==> config.mk <==
export PLATFORM = sky130hd
export DESIGN_NAME = bounded_key_set_unit
export DESIGN_NICKNAME = d
export VERILOG_FILES = /design/src/rtl/bks_pkg.sv /design/src/rtl/bounded_key_set_unit.sv /design/src/rtl/bks_cell.sv
export SDC_FILE = /design/constraint.sdc
export NUM_CORES = 1
export LEC_CHECK = 0
export ABC_AREA = 0
export ABC_CLOCK_PERIOD_IN_PS = 5700
export BUFFER_PORTS_ARGS = -buffer_cell sky130_fd_sc_hd__buf_4
export CAP_MARGIN = 20
export CORE_MARGIN = 2
export CORE_UTILIZATION = 35
export CTS_CLUSTER_DIAMETER = 30
export DETAILED_ROUTE_END_ITERATION = 8
export PLACE_DENSITY_LB_ADDON = 0.1
export SYNTH_ARGS = -nofsm -noshare
export SYNTH_HDL_FRONTEND = slang
export SYNTH_SLANG_ARGS = --single-unit
==> constraint.sdc <==
create_clock -name aclk -period 5.7 [get_ports aclk]
set_clock_uncertainty 0.1 [all_clocks]
set_input_delay 1.14 -clock aclk [delete_from_list [all_inputs] [get_ports aclk]]
set_output_delay 1.14 -clock aclk [all_outputs]
set_load 0.1 [all_outputs]
==> src/rtl/bks_pkg.sv <==
// Shared types and constants for the bounded key set unit.
package bks_pkg;

    localparam int KEY_W           = 32;
    localparam int KIND_W          = 2;
    localparam int CAP_W           = 5;
    localparam int DEF_MAX_ENTRIES = 16;
    localparam logic [CAP_W-1:0] CAP_RESET = 5'd16;

    // Operation codes carried in the kind field
    typedef enum logic [KIND_W-1:0] {
        OP_ADD    = 2'd0,
        OP_REMOVE = 2'd1,
        OP_CLEAR  = 2'd2,
        OP_QUERY  = 2'd3
    } kind_t;

    // Register indexes on the configuration port
    localparam logic REG_CAPACITY = 1'b0;

    // Per-step control broadcast to every cell
    typedef struct packed {
        logic             load_new;   // successful add: the cell at the count slot loads key
        logic             shift_en;   // remove: cells at or past the match take the neighbor key
        logic [KEY_W-1:0] key;
    } cell_ctrl_t;

endpackage

==> src/rtl/bounded_key_set_unit.sv <==
// Top level of the bounded key set unit: cell chain, count, output register, APB port.
//
// Keeps an ordered set of distinct 32-bit keys in a row of cells. Each input
// transfer (s_kind, s_key) adds, removes, clears or queries one key and yields
// exactly one result transfer (m_ok, m_count): the success or found flag and
// the number of keys held after the step.
// m_valid rises in the cycle after the input transfer. Throughput is one
// item per cycle while the receiver keeps up: every cell compares its key in
// parallel, the first match ripples down the chain, and the matching cell and
// those after it take their neighbor's key in the same cycle.
// The output register holds a result while m_ready is low; s_ready stays high
// as long as that register is empty or being drained, so a stalled receiver
// stalls the input after one item.
// Reset (aresetn low, synchronous) empties the set and sets capacity_limit to
// 16; key cells are not cleared, since only slots below the count are read.
// capacity_limit lives at byte address 0 of the APB port; values above the
// chain depth act as the chain depth. Write it only while the unit is idle.
module bounded_key_set_unit
    import bks_pkg::*;
#(
    parameter int MAX_ENTRIES = DEF_MAX_ENTRIES,
    localparam int CNT_W = $clog2(MAX_ENTRIES + 1)
) (
    input  logic              aclk,
    input  logic              aresetn,
    // input channel
    input  logic              s_valid,
    output logic              s_ready,
    input  logic [KIND_W-1:0] s_kind,
    input  logic [KEY_W-1:0]  s_key,
    // result channel
    output logic              m_valid,
    input  logic              m_ready,
    output logic              m_ok,
    output logic [CNT_W-1:0]  m_count,
    // configuration port
    input  logic              psel,
    input  logic              penable,
    input  logic              pwrite,
    input  logic [2:0]        paddr,
    input  logic [31:0]       pwdata,
    output logic [31:0]       prdata,
    output logic              pready
);

    localparam int CMP_W = (CNT_W > CAP_W) ? CNT_W : CAP_W;

    logic [CAP_W-1:0] cap_reg;
    logic [CAP_W-1:0] cap_next;
    logic [CNT_W-1:0] count_reg;
    logic [CNT_W-1:0] count_next;
    logic             out_valid_reg;
    logic             out_valid_next;
    logic             ok_reg;
    logic             ok_next;
    logic [CNT_W-1:0] out_count_reg;
    logic [CNT_W-1:0] out_count_next;

    logic                   accept;
    logic                   cfg_wr;
    logic                   any_match;
    logic                   has_room;
    kind_t                  kind;
    cell_ctrl_t             ctrl;
    logic [MAX_ENTRIES-1:0] match_vec;
    logic [MAX_ENTRIES:0]   shift_chain;
    logic [KEY_W-1:0]       cell_key [MAX_ENTRIES];

    assign kind    = kind_t'(s_kind);
    assign s_ready = !out_valid_reg || m_ready;
    assign accept  = s_valid && s_ready;

    // Configuration port
    assign pready = 1'b1;
    assign cfg_wr = psel && penable && pwrite && (paddr[2] == REG_CAPACITY);
    assign prdata = (paddr[2] == REG_CAPACITY) ? {{(32 - CAP_W){1'b0}}, cap_reg} : 32'd0;
    assign cap_next = cfg_wr ? pwdata[CAP_W-1:0] : cap_reg;

    // Lookup result and room check
    assign any_match = |match_vec;
    assign has_room  = (CMP_W'(count_reg) < CMP_W'(cap_reg))
                    && (CMP_W'(count_reg) < CMP_W'(MAX_ENTRIES));

    // Broadcast control to the chain
    always_comb begin
        ctrl.key      = s_key;
        ctrl.load_new = accept && (kind == OP_ADD) && !any_match && has_room;
        ctrl.shift_en = accept && (kind == OP_REMOVE);
    end

    // Cell chain; the first match starts the shift run
    assign shift_chain[0] = 1'b0;
    for (genvar i = 0; i < MAX_ENTRIES; i++) begin : g_cell
        logic [KEY_W-1:0] nbr_key;
        if (i == MAX_ENTRIES - 1) begin : g_last
            assign nbr_key = cell_key[i];
        end else begin : g_mid
            assign nbr_key = cell_key[i+1];
        end
        bks_cell #(
            .CELL_IDX (i),
            .CNT_W    (CNT_W)
        ) u_cell (
            .aclk      (aclk),
            .ctrl      (ctrl),
            .count     (count_reg),
            .nbr_key   (nbr_key),
            .shift_in  (shift_chain[i]),
            .shift_out (shift_chain[i+1]),
            .match     (match_vec[i]),
            .key_out   (cell_key[i])
        );
    end

    // Step result and new count
    always_comb begin
        count_next = count_reg;
        ok_next    = ok_reg;
        if (accept) begin
            case (kind)
                OP_ADD: begin
                    ok_next = !any_match && has_room;
                    if (!any_match && has_room) begin
                        count_next = count_reg + CNT_W'(1);
                    end
                end
                OP_REMOVE: begin
                    ok_next = any_match;
                    if (any_match) begin
                        count_next = count_reg - CNT_W'(1);
                    end
                end
                OP_CLEAR: begin
                    ok_next    = 1'b1;
                    count_next = '0;
                end
                default: begin
                    ok_next = any_match;
                end
            endcase
        end
    end

    // Output register: load on transfer in, drop on transfer out
    always_comb begin
        out_valid_next = out_valid_reg;
        out_count_next = out_count_reg;
        if (accept) begin
            out_valid_next = 1'b1;
            out_count_next = count_next;
        end else if (m_ready) begin
            out_valid_next = 1'b0;
        end
    end

    always_ff @(posedge aclk) begin
        if (!aresetn) begin
            cap_reg       <= CAP_RESET;
            count_reg     <= '0;
            out_valid_reg <= 1'b0;
        end else begin
            cap_reg       <= cap_next;
            count_reg     <= count_next;
            out_valid_reg <= out_valid_next;
        end
    end

    always_ff @(posedge aclk) begin
        ok_reg        <= ok_next;
        out_count_reg <= out_count_next;
    end

    assign m_valid = out_valid_reg;
    assign m_ok    = ok_reg;
    assign m_count = out_count_reg;

    // Count never exceeds the chain depth
    a_count_bound: assert property (@(posedge aclk) disable iff (!aresetn)
        CMP_W'(count_reg) <= CMP_W'(MAX_ENTRIES))
        else $error("held count above chain depth");

    // A clear reports success and an empty set
    a_clear_result: assert property (@(posedge aclk) disable iff (!aresetn)
        (accept && (kind == OP_CLEAR)) |=> (m_valid && m_ok && (m_count == '0)))
        else $error("clear did not report an empty set");

    // Distinct keys: at most one occupied cell matches
    a_single_match: assert property (@(posedge aclk) disable iff (!aresetn)
        $onehot0(match_vec))
        else $error("duplicate key held in set");

    // Reported count follows the internal count
    a_count_echo: assert property (@(posedge aclk) disable iff (!aresetn)
        accept |=> (m_count == count_reg))
        else $error("reported count differs from held count");

endmodule

==> src/rtl/bks_cell.sv <==
// One storage cell of the key chain: holds a key, compares it, shifts from its neighbor.
module bks_cell
    import bks_pkg::*;
#(
    parameter int CELL_IDX = 0,
    parameter int CNT_W    = 5
) (
    input  logic             aclk,
    input  cell_ctrl_t       ctrl,
    input  logic [CNT_W-1:0] count,
    input  logic [KEY_W-1:0] nbr_key,
    input  logic             shift_in,
    output logic             shift_out,
    output logic             match,
    output logic [KEY_W-1:0] key_out
);

    logic [KEY_W-1:0] key_reg;
    logic [KEY_W-1:0] key_next;
    logic             occupied;
    logic             at_tail;

    // Only slots below the count take part in a lookup
    assign occupied  = count > CNT_W'(CELL_IDX);
    assign at_tail   = count == CNT_W'(CELL_IDX);
    assign match     = occupied && (key_reg == ctrl.key);
    assign shift_out = shift_in || match;
    assign key_out   = key_reg;

    // Choose: append at tail, close the gap on remove, or hold
    always_comb begin
        key_next = key_reg;
        if (ctrl.load_new && at_tail) begin
            key_next = ctrl.key;
        end else if (ctrl.shift_en && shift_out) begin
            key_next = nbr_key;
        end
    end

    always_ff @(posedge aclk) begin
        key_reg <= key_next;
    end

endmodule

==> results of run 1 <==
cells in the final DEF, fill, tap and decap left out, types with 23 or more instances in the layout:
cell,instances
buf_4,176
clkbuf_1,28
clkbuf_16,155
clkinv_1,33
clkinv_2,24
conb_1,28
edfxtp_1,518
mux2_2,439
mux2_4,36
nand2_1,35
nand4_1,73
nor2_1,23
nor4_1,80
xnor2_1,228
xor2_1,282
worst max-delay path, delay by kind of cell:
kind / cells / cell delay (ns)
buffers and inverters: 3 / 0.94
and+or+nand+nor: 7 / 2.97
xor gates and xnor gates: 1 / 0.32
synthesized netlist by cell type (3+ instances only):
| master | n | share of area (%) |
|---|---|---|
| buf_1 | 5 | 0.063 |
| a211oi_1 | 4 | 0.10 |
| nand3_1 | 21 | 0.35 |
| ha_1 | 9 | 0.38 |
| a21oi_1 | 6 | 0.10 |
| nand4b_2 | 3 | 0.15 |
| mux2_2 | 439 | 17 |
| buf_4 | 70 | 1.8 |
| a21o_1 | 3 | 0.076 |
| mux2_4 | 36 | 1.8 |
| a2111oi_0 | 4 | 0.12 |
| o221ai_1 | 3 | 0.089 |
| a41oi_1 | 3 | 0.089 |
| nand4_2 | 3 | 0.13 |
| nor2b_1 | 4 | 0.084 |
| nand2_1 | 35 | 0.44 |
| nand4_1 | 73 | 1.5 |
| nor2_1 | 23 | 0.29 |
| mux2i_1 | 5 | 0.17 |
| nand2b_1 | 5 | 0.11 |
| and3_1 | 5 | 0.11 |
| or4_1 | 4 | 0.10 |
| xnor2_1 | 228 | 6.7 |
| buf_6 | 37 | 1.4 |
| nor4_1 | 81 | 1.7 |
| o211ai_1 | 3 | 0.076 |
| inv_1 | 17 | 0.22 |
| xor2_1 | 282 | 8.3 |
| clkbuf_1 | 42 | 0.53 |
| nand3_4 | 4 | 0.24 |
| edfxtp_1 | 518 | 52 |
| nor3_1 | 9 | 0.15 |
| o21ai_0 | 18 | 0.30 |
| mux2_1 | 4 | 0.15 |
| dfxtp_1 | 11 | 0.74 |
| buf_2 | 65 | 1.1 |
report_power, final:
part	leakage, nW	internal, mW	switching [mW]
registers	4.75	4.24	0.00594
logic	5.76	0.201	0.456
clock network	2.46	5.68	2.62
total	13.0	10.1	3.09
final cells by class:
class                   count  area share (%)
flip-flops and latches    529            43.2
multi-input cells        1382            34.2
clock buffers             183            10.9
repair buffers            196            4.71
well taps                1134            3.88
clock inverters            94            2.96
inverters                  19           0.195
per-layer routing:
layer	GRT usage [%]	wire, um	share of wire (%)
met1	26.8	39600	44
met2	36.1	45600	50
met3	3.86	3450	3.8
met4	6.98	2170	2.4
met5	0	0	0
logic make-up after synthesis:
kind of cell               count (synthesis)  share of synthesized area [%]
DFF                                      529                           53.2
xor gates and xnor gates                 510                           15.1
muxes                                    484                           18.8
and+or+nand+nor                          290                           6.01
buffers and inverters                    238                           5.11
AOI/OAI and AO/OA                         61                           1.42
adders and majority gates                  9                          0.380
other                                      2                         0.0253
worst max path at each step:
stage / from / end / slack [ns] / depth (start not counted)
4_1_cts: count_reg[0]$_SDFF_PN0_ / g_cell[4].u_cell.key_out[28]$_DFFE_PP_ / 0.58 / 12
3_3_place_gp: s_key[18] / g_cell[4].u_cell.key_out[21]$_DFFE_PP_ / -0.11 / 11
5_1_grt: count_reg[0]$_SDFF_PN0_ / g_cell[4].u_cell.key_out[28]$_DFFE_PP_ / 0.40 / 12
2_1_floorplan: m_ready / g_cell[0].u_cell.key_out[0]$_DFFE_PP_ / 0.29 / 11
6_report: s_key[18] / g_cell[4].u_cell.key_out[2]$_DFFE_PP_ / 0.57 / 11
3_5_place_dp: s_key[16] / g_cell[4].u_cell.key_out[15]$_DFFE_PP_ / -0.15 / 11
==> impl_metrics.ini, run 1 <==
[outcome]
status = completed

[timing]
finalSetupViolCount = 0
slew-limit-headroom_pct = 35.5
hold_violations = 0
rsz0062_at_grt = false
fin_tns_setup_ns = 0
slew_violations = 0
worst_pin_slew_ns = 0.965
setup_ws_ns = 0.569
timing.fmax_ghz = 0.195
finalCriticalPeriod_ns = 5.13
period_share_pct = 90.0
holdWs_ns = 0.408

[pwr]
leakagePower_nw = 13.0
vdd_drop_max_mv = 0.265
power_density_nw_per_um2 = 362
finalPower_mw = 13.2

[detailed_routing]
wl_mm = 90.9
ant_nets = 0
firstDrtPassIters = 6
post_drt_wl_per_cell_um = 25.7
drcViolationCount = 0
drt_iter0_drc = 1077
vias = 17800
viasPerCell = 5.03

[clock_tree]
clkLatencyLatePin_ns = 0.75
cts_tree = yes
cts_htree_levels = 4
cts_buffer_depth = 3
cts-buffers-inserted = 154
ctsHoldBuffers = 0
cts_resized = 0
cts_sinks = 529
root_buffer = clkbuf_16
post_cts_buffers = 0
clk_pin_slew_ns = 0.04

[die]
core.rowCount = 106
coreArea_um2 = 83800
die_h_um = 295
initial_core_util_pct = 35.4
ioPinCount = 117
die_w_um = 295
die_area_um2 = 87100

[logic_synthesis]
ys.warnings.count = 0
synthArstFlopShare_pct = 0
avgSynthCellArea_um2 = 14.0
synth_edf_count = 518
ys_seq_area_share_pct = 53.2
synth_ff_type = edfxtp_1
syn_inst = 2123
ys_seq_elements = 529
synthesis.area_um2 = 29700
synth.distinct_cells = 66

[cells_and_area]
largest_reg_flops = 512
drive_gt1_share_pct = 37.9
fin_util_pct = 43.6
n_fill_cell = 7743
synthToLayoutAreaGrowth_pct = 23.2
multi_input_area_um2 = 12500
seq_area_um2 = 15800
fin_cells = 3537
final_area_um2 = 36500
layout.nets = 2367
diodes = 0

[min_path]
hold_path.startpoint = cap_reg[3]$_SDFFE_PN0P_
hold_depth = 2
min_path_type = flop to flop
worst_hold_path.endpoint = cap_reg[3]$_SDFFE_PN0P_

[setup_path]
path_cells = buf_4, buf_4, xor2_1, nor4_1, nand4_1, nor4_1, or4_1, nor3_4, nand4_2, nand2_1, buf_12
rrSetupSlack_ns = 0.58
crit_fanout = 27
end_kind = flop
r2r_end = g_cell[4].u_cell.key_out[2]$_DFFE_PP_
worst-setup-path-type = input port to flop
cp.required_ns = 6.02
ff2ff_path_depth = 12
cp.arrival_ns = 5.45
critPathLaunchType = input port
worst_path_largest_cell_delay_ns = 0.83
cpMaxStageDelayCell = nor3_4
r2r_start = count_reg[0]$_SDFF_PN0_

[placed_design]
dp_hpwl_mm = 62.4
placed_cell_area_um2 = 31500
portBuffers = 59
dp_slack_ns = -0.151
dp.cells = 3260
gp_congestion = 0.820

[global_route]
grt_pass1_wl_mm = 132
grt_usage_pct = 21.1
grt-ovfl-total = 0
grt_pass1_vias = 18800
grt_max_degree = 34
antenna_found_initial = 0

[job]
maxCapViolCount = 0
Power figures use the tool's default switching activity.
==> inputs of run 2 (changes only) <==
--- a/config.mk
+++ b/config.mk
@@ -9,6 +9,7 @@
 export ABC_CLOCK_PERIOD_IN_PS = 5700
 export BUFFER_PORTS_ARGS = -buffer_cell sky130_fd_sc_hd__buf_4
 export CAP_MARGIN = 20
+export CORE_ASPECT_RATIO = 2
 export CORE_MARGIN = 2
 export CORE_UTILIZATION = 35
 export CTS_CLUSTER_DIAMETER = 30
==> run 2 against run 1 <==
  * Maximum frequency rose by 5.6%
  * Core utilization fell by 1.7 points
  * Flip-flop and latch count did not move
  * Register-to-register slack improved by 0.26 ns
  * Wire length rose by 6.4%
  * First-iteration DRC count did not move
  * Sequential share of layout area rose by 1.5 points
  * Final cell count fell by 3.7%
  * Critical path type is now flop to flop
==> impl_metrics.ini, run 2 (synthesis gave the netlist of run 1 again) <==
[outcome]
status = completed

[global_route]
met1_usage_pct = 25.8
grt_pass1_vias = 18800
grt-ovfl-total = 0
antenna_found_initial = 1
grt_usage_pct = 22.3
grt_max_degree = 34
gr-usage-met3_pct = 2.86
grt_pass1_wl_mm = 138
grtUsageMet2_pct = 42.2
gr-max-usage-layer = met2

[placed_design]
dp_slack_ns = -0.120
placed_cell_area_um2 = 31500
gp_congestion = 0.784
dp_hpwl_mm = 67.1
portBuffers = 59
dp.cells = 3196

[setup_path]
worst-setup-path-type = flop to flop
crit_fanout = 27
end_kind = flop
critPathLaunchType = flop
cp.required_ns = 5.94
cp.arrival_ns = 5.10

[clock_tree]
cts_htree_levels = 3
clk_pin_slew_ns = 0.05
cts-buffers-inserted = 109
clkLatencyLatePin_ns = 0.70
post_cts_buffers = 0
cts_tree = yes
root_buffer = clkbuf_16
cts_sinks = 529
cts_buffer_depth = 3
cts_resized = 0
ctsHoldBuffers = 0

[job]
maxCapViolCount = 0

[cells_and_area]
final_area_um2 = 35300
drive_gt1_share_pct = 37.2
synthToLayoutAreaGrowth_pct = 19.0
n_fill_cell = 7906
final_common_cell = edfxtp_1
largest_reg_flops = 512
most-common-layout-cells = edfxtp_1 (518), mux2_2 (439), xor2_1 (282), xnor2_1 (228), buf_4 (163)
layout.nets = 2322
fin_cells = 3406

[detailed_routing]
firstDrtPassIters = 5
drt_iter0_drc = 1077
post_drt_wl_per_cell_um = 28.4
ant_nets = 0
drcViolationCount = 0
wl_mm = 96.7
vias = 17500
viasPerCell = 5.13

[timing]
slew_violations = 0
worst_pin_slew_ns = 0.930
timing.fmax_ghz = 0.206
finalCriticalPeriod_ns = 4.86
finalSetupViolCount = 0
period_share_pct = 85.2
holdWs_ns = 0.391
rsz0062_at_grt = false
hold_violations = 0
slew-limit-headroom_pct = 36.4
setup_ws_ns = 0.841

[pwr]
intPower_mw = 8.75
switching_share_pct = 23.5
power_density_nw_per_um2 = 324
comb_power_share_pct = 5.8
power_switching_mw = 2.69
power.share.clock_pct = 57.1
vdd_drop_max_mv = 0.252
p_seq_share_pct = 37.1
leakagePower_nw = 12.4

[die]
die_h_um = 416
die_area_um2 = 87200
initial_core_util_pct = 35.2
die_w_um = 210
coreArea_um2 = 84300
ioPinCount = 117
core.rowCount = 151

[min_path]
min_path_type = flop to flop
==> run 2: path summary, 6_finish.rpt <==
path	end	slack, ns	depth (start not counted)	start
worst max-delay path	g_cell[4].u_cell.key_out[11]$_DFFE_PP_	0.84	13	count_reg[1]$_SDFF_PN0_
worst min-delay path	cap_reg[3]$_SDFFE_PN0P_	0.39	2	cap_reg[3]$_SDFFE_PN0P_
worst max register to register	g_cell[4].u_cell.key_out[11]$_DFFE_PP_	0.84	13	count_reg[1]$_SDFF_PN0_
worst min register to register	cap_reg[3]$_SDFFE_PN0P_	0.39	2	cap_reg[3]$_SDFFE_PN0P_
==> run 2: area by class of cell <==
cell class | instances | area (um2) | share of cell area, %
sequential | 529 | 15800 | 44.7
multi-input combinational | 1382 | 12500 | 35.3
clock buffer | 130 | 2880 | 8.15
timing repair buffer | 196 | 1880 | 5.32
tap | 1071 | 1340 | 3.80
clock inverter | 77 | 887 | 2.51
inverter | 19 | 71.3 | 0.202
antenna | 2 | 5.00 | 0.0142
==> run 2: stage by stage <==
step | total power, mW | util (%) | setup TNS, ns
detailed placement | 4.98 | 37.4 | -5.12
CTS | 11.6 | 41.9 | 0
global route | 11.8 | 41.9 | 0
global placement | 4.98 | 37.4 | -1.52
floorplan | 4.78 | - | 0
finish | 11.4 | 41.9 | 0
==> run 2: critical path, cell delays in order, from the launching register on <==
cell and delay (ns):
dfxtp_1 0.47, ha_1 0.60, o21ai_0 0.37, nand3_1 0.19, nor4_1 0.06, buf_4 0.18, nor4_1 0.44, nand3_1 0.33
nor3_4 0.55, buf_8 0.24, nand4_2 0.24, buf_4 0.26, nand2_1 0.08, buf_4 0.37
==> run 2: per-layer routing <==
| layer | share of wire, % | routed length, um |
|---|---|---|
| met1 | 40 | 38200 |
| met2 | 55 | 53400 |
| met3 | 2.8 | 2690 |
| met4 | 2.5 | 2410 |
| met5 | 0.010 | 10 |
==> run 2: power groups by stage <==
stage / Combinational (mW) / Clock (mW) / Sequential [mW]
2_1_floorplan: 0.451 / 0 / 4.33
3_3_place_gp: 0.670 / 0 / 4.31
3_5_place_dp: 0.669 / 0 / 4.31
4_1_cts: 0.671 / 6.65 / 4.24
5_1_grt: 0.704 / 6.81 / 4.24
6_report: 0.668 / 6.53 / 4.24
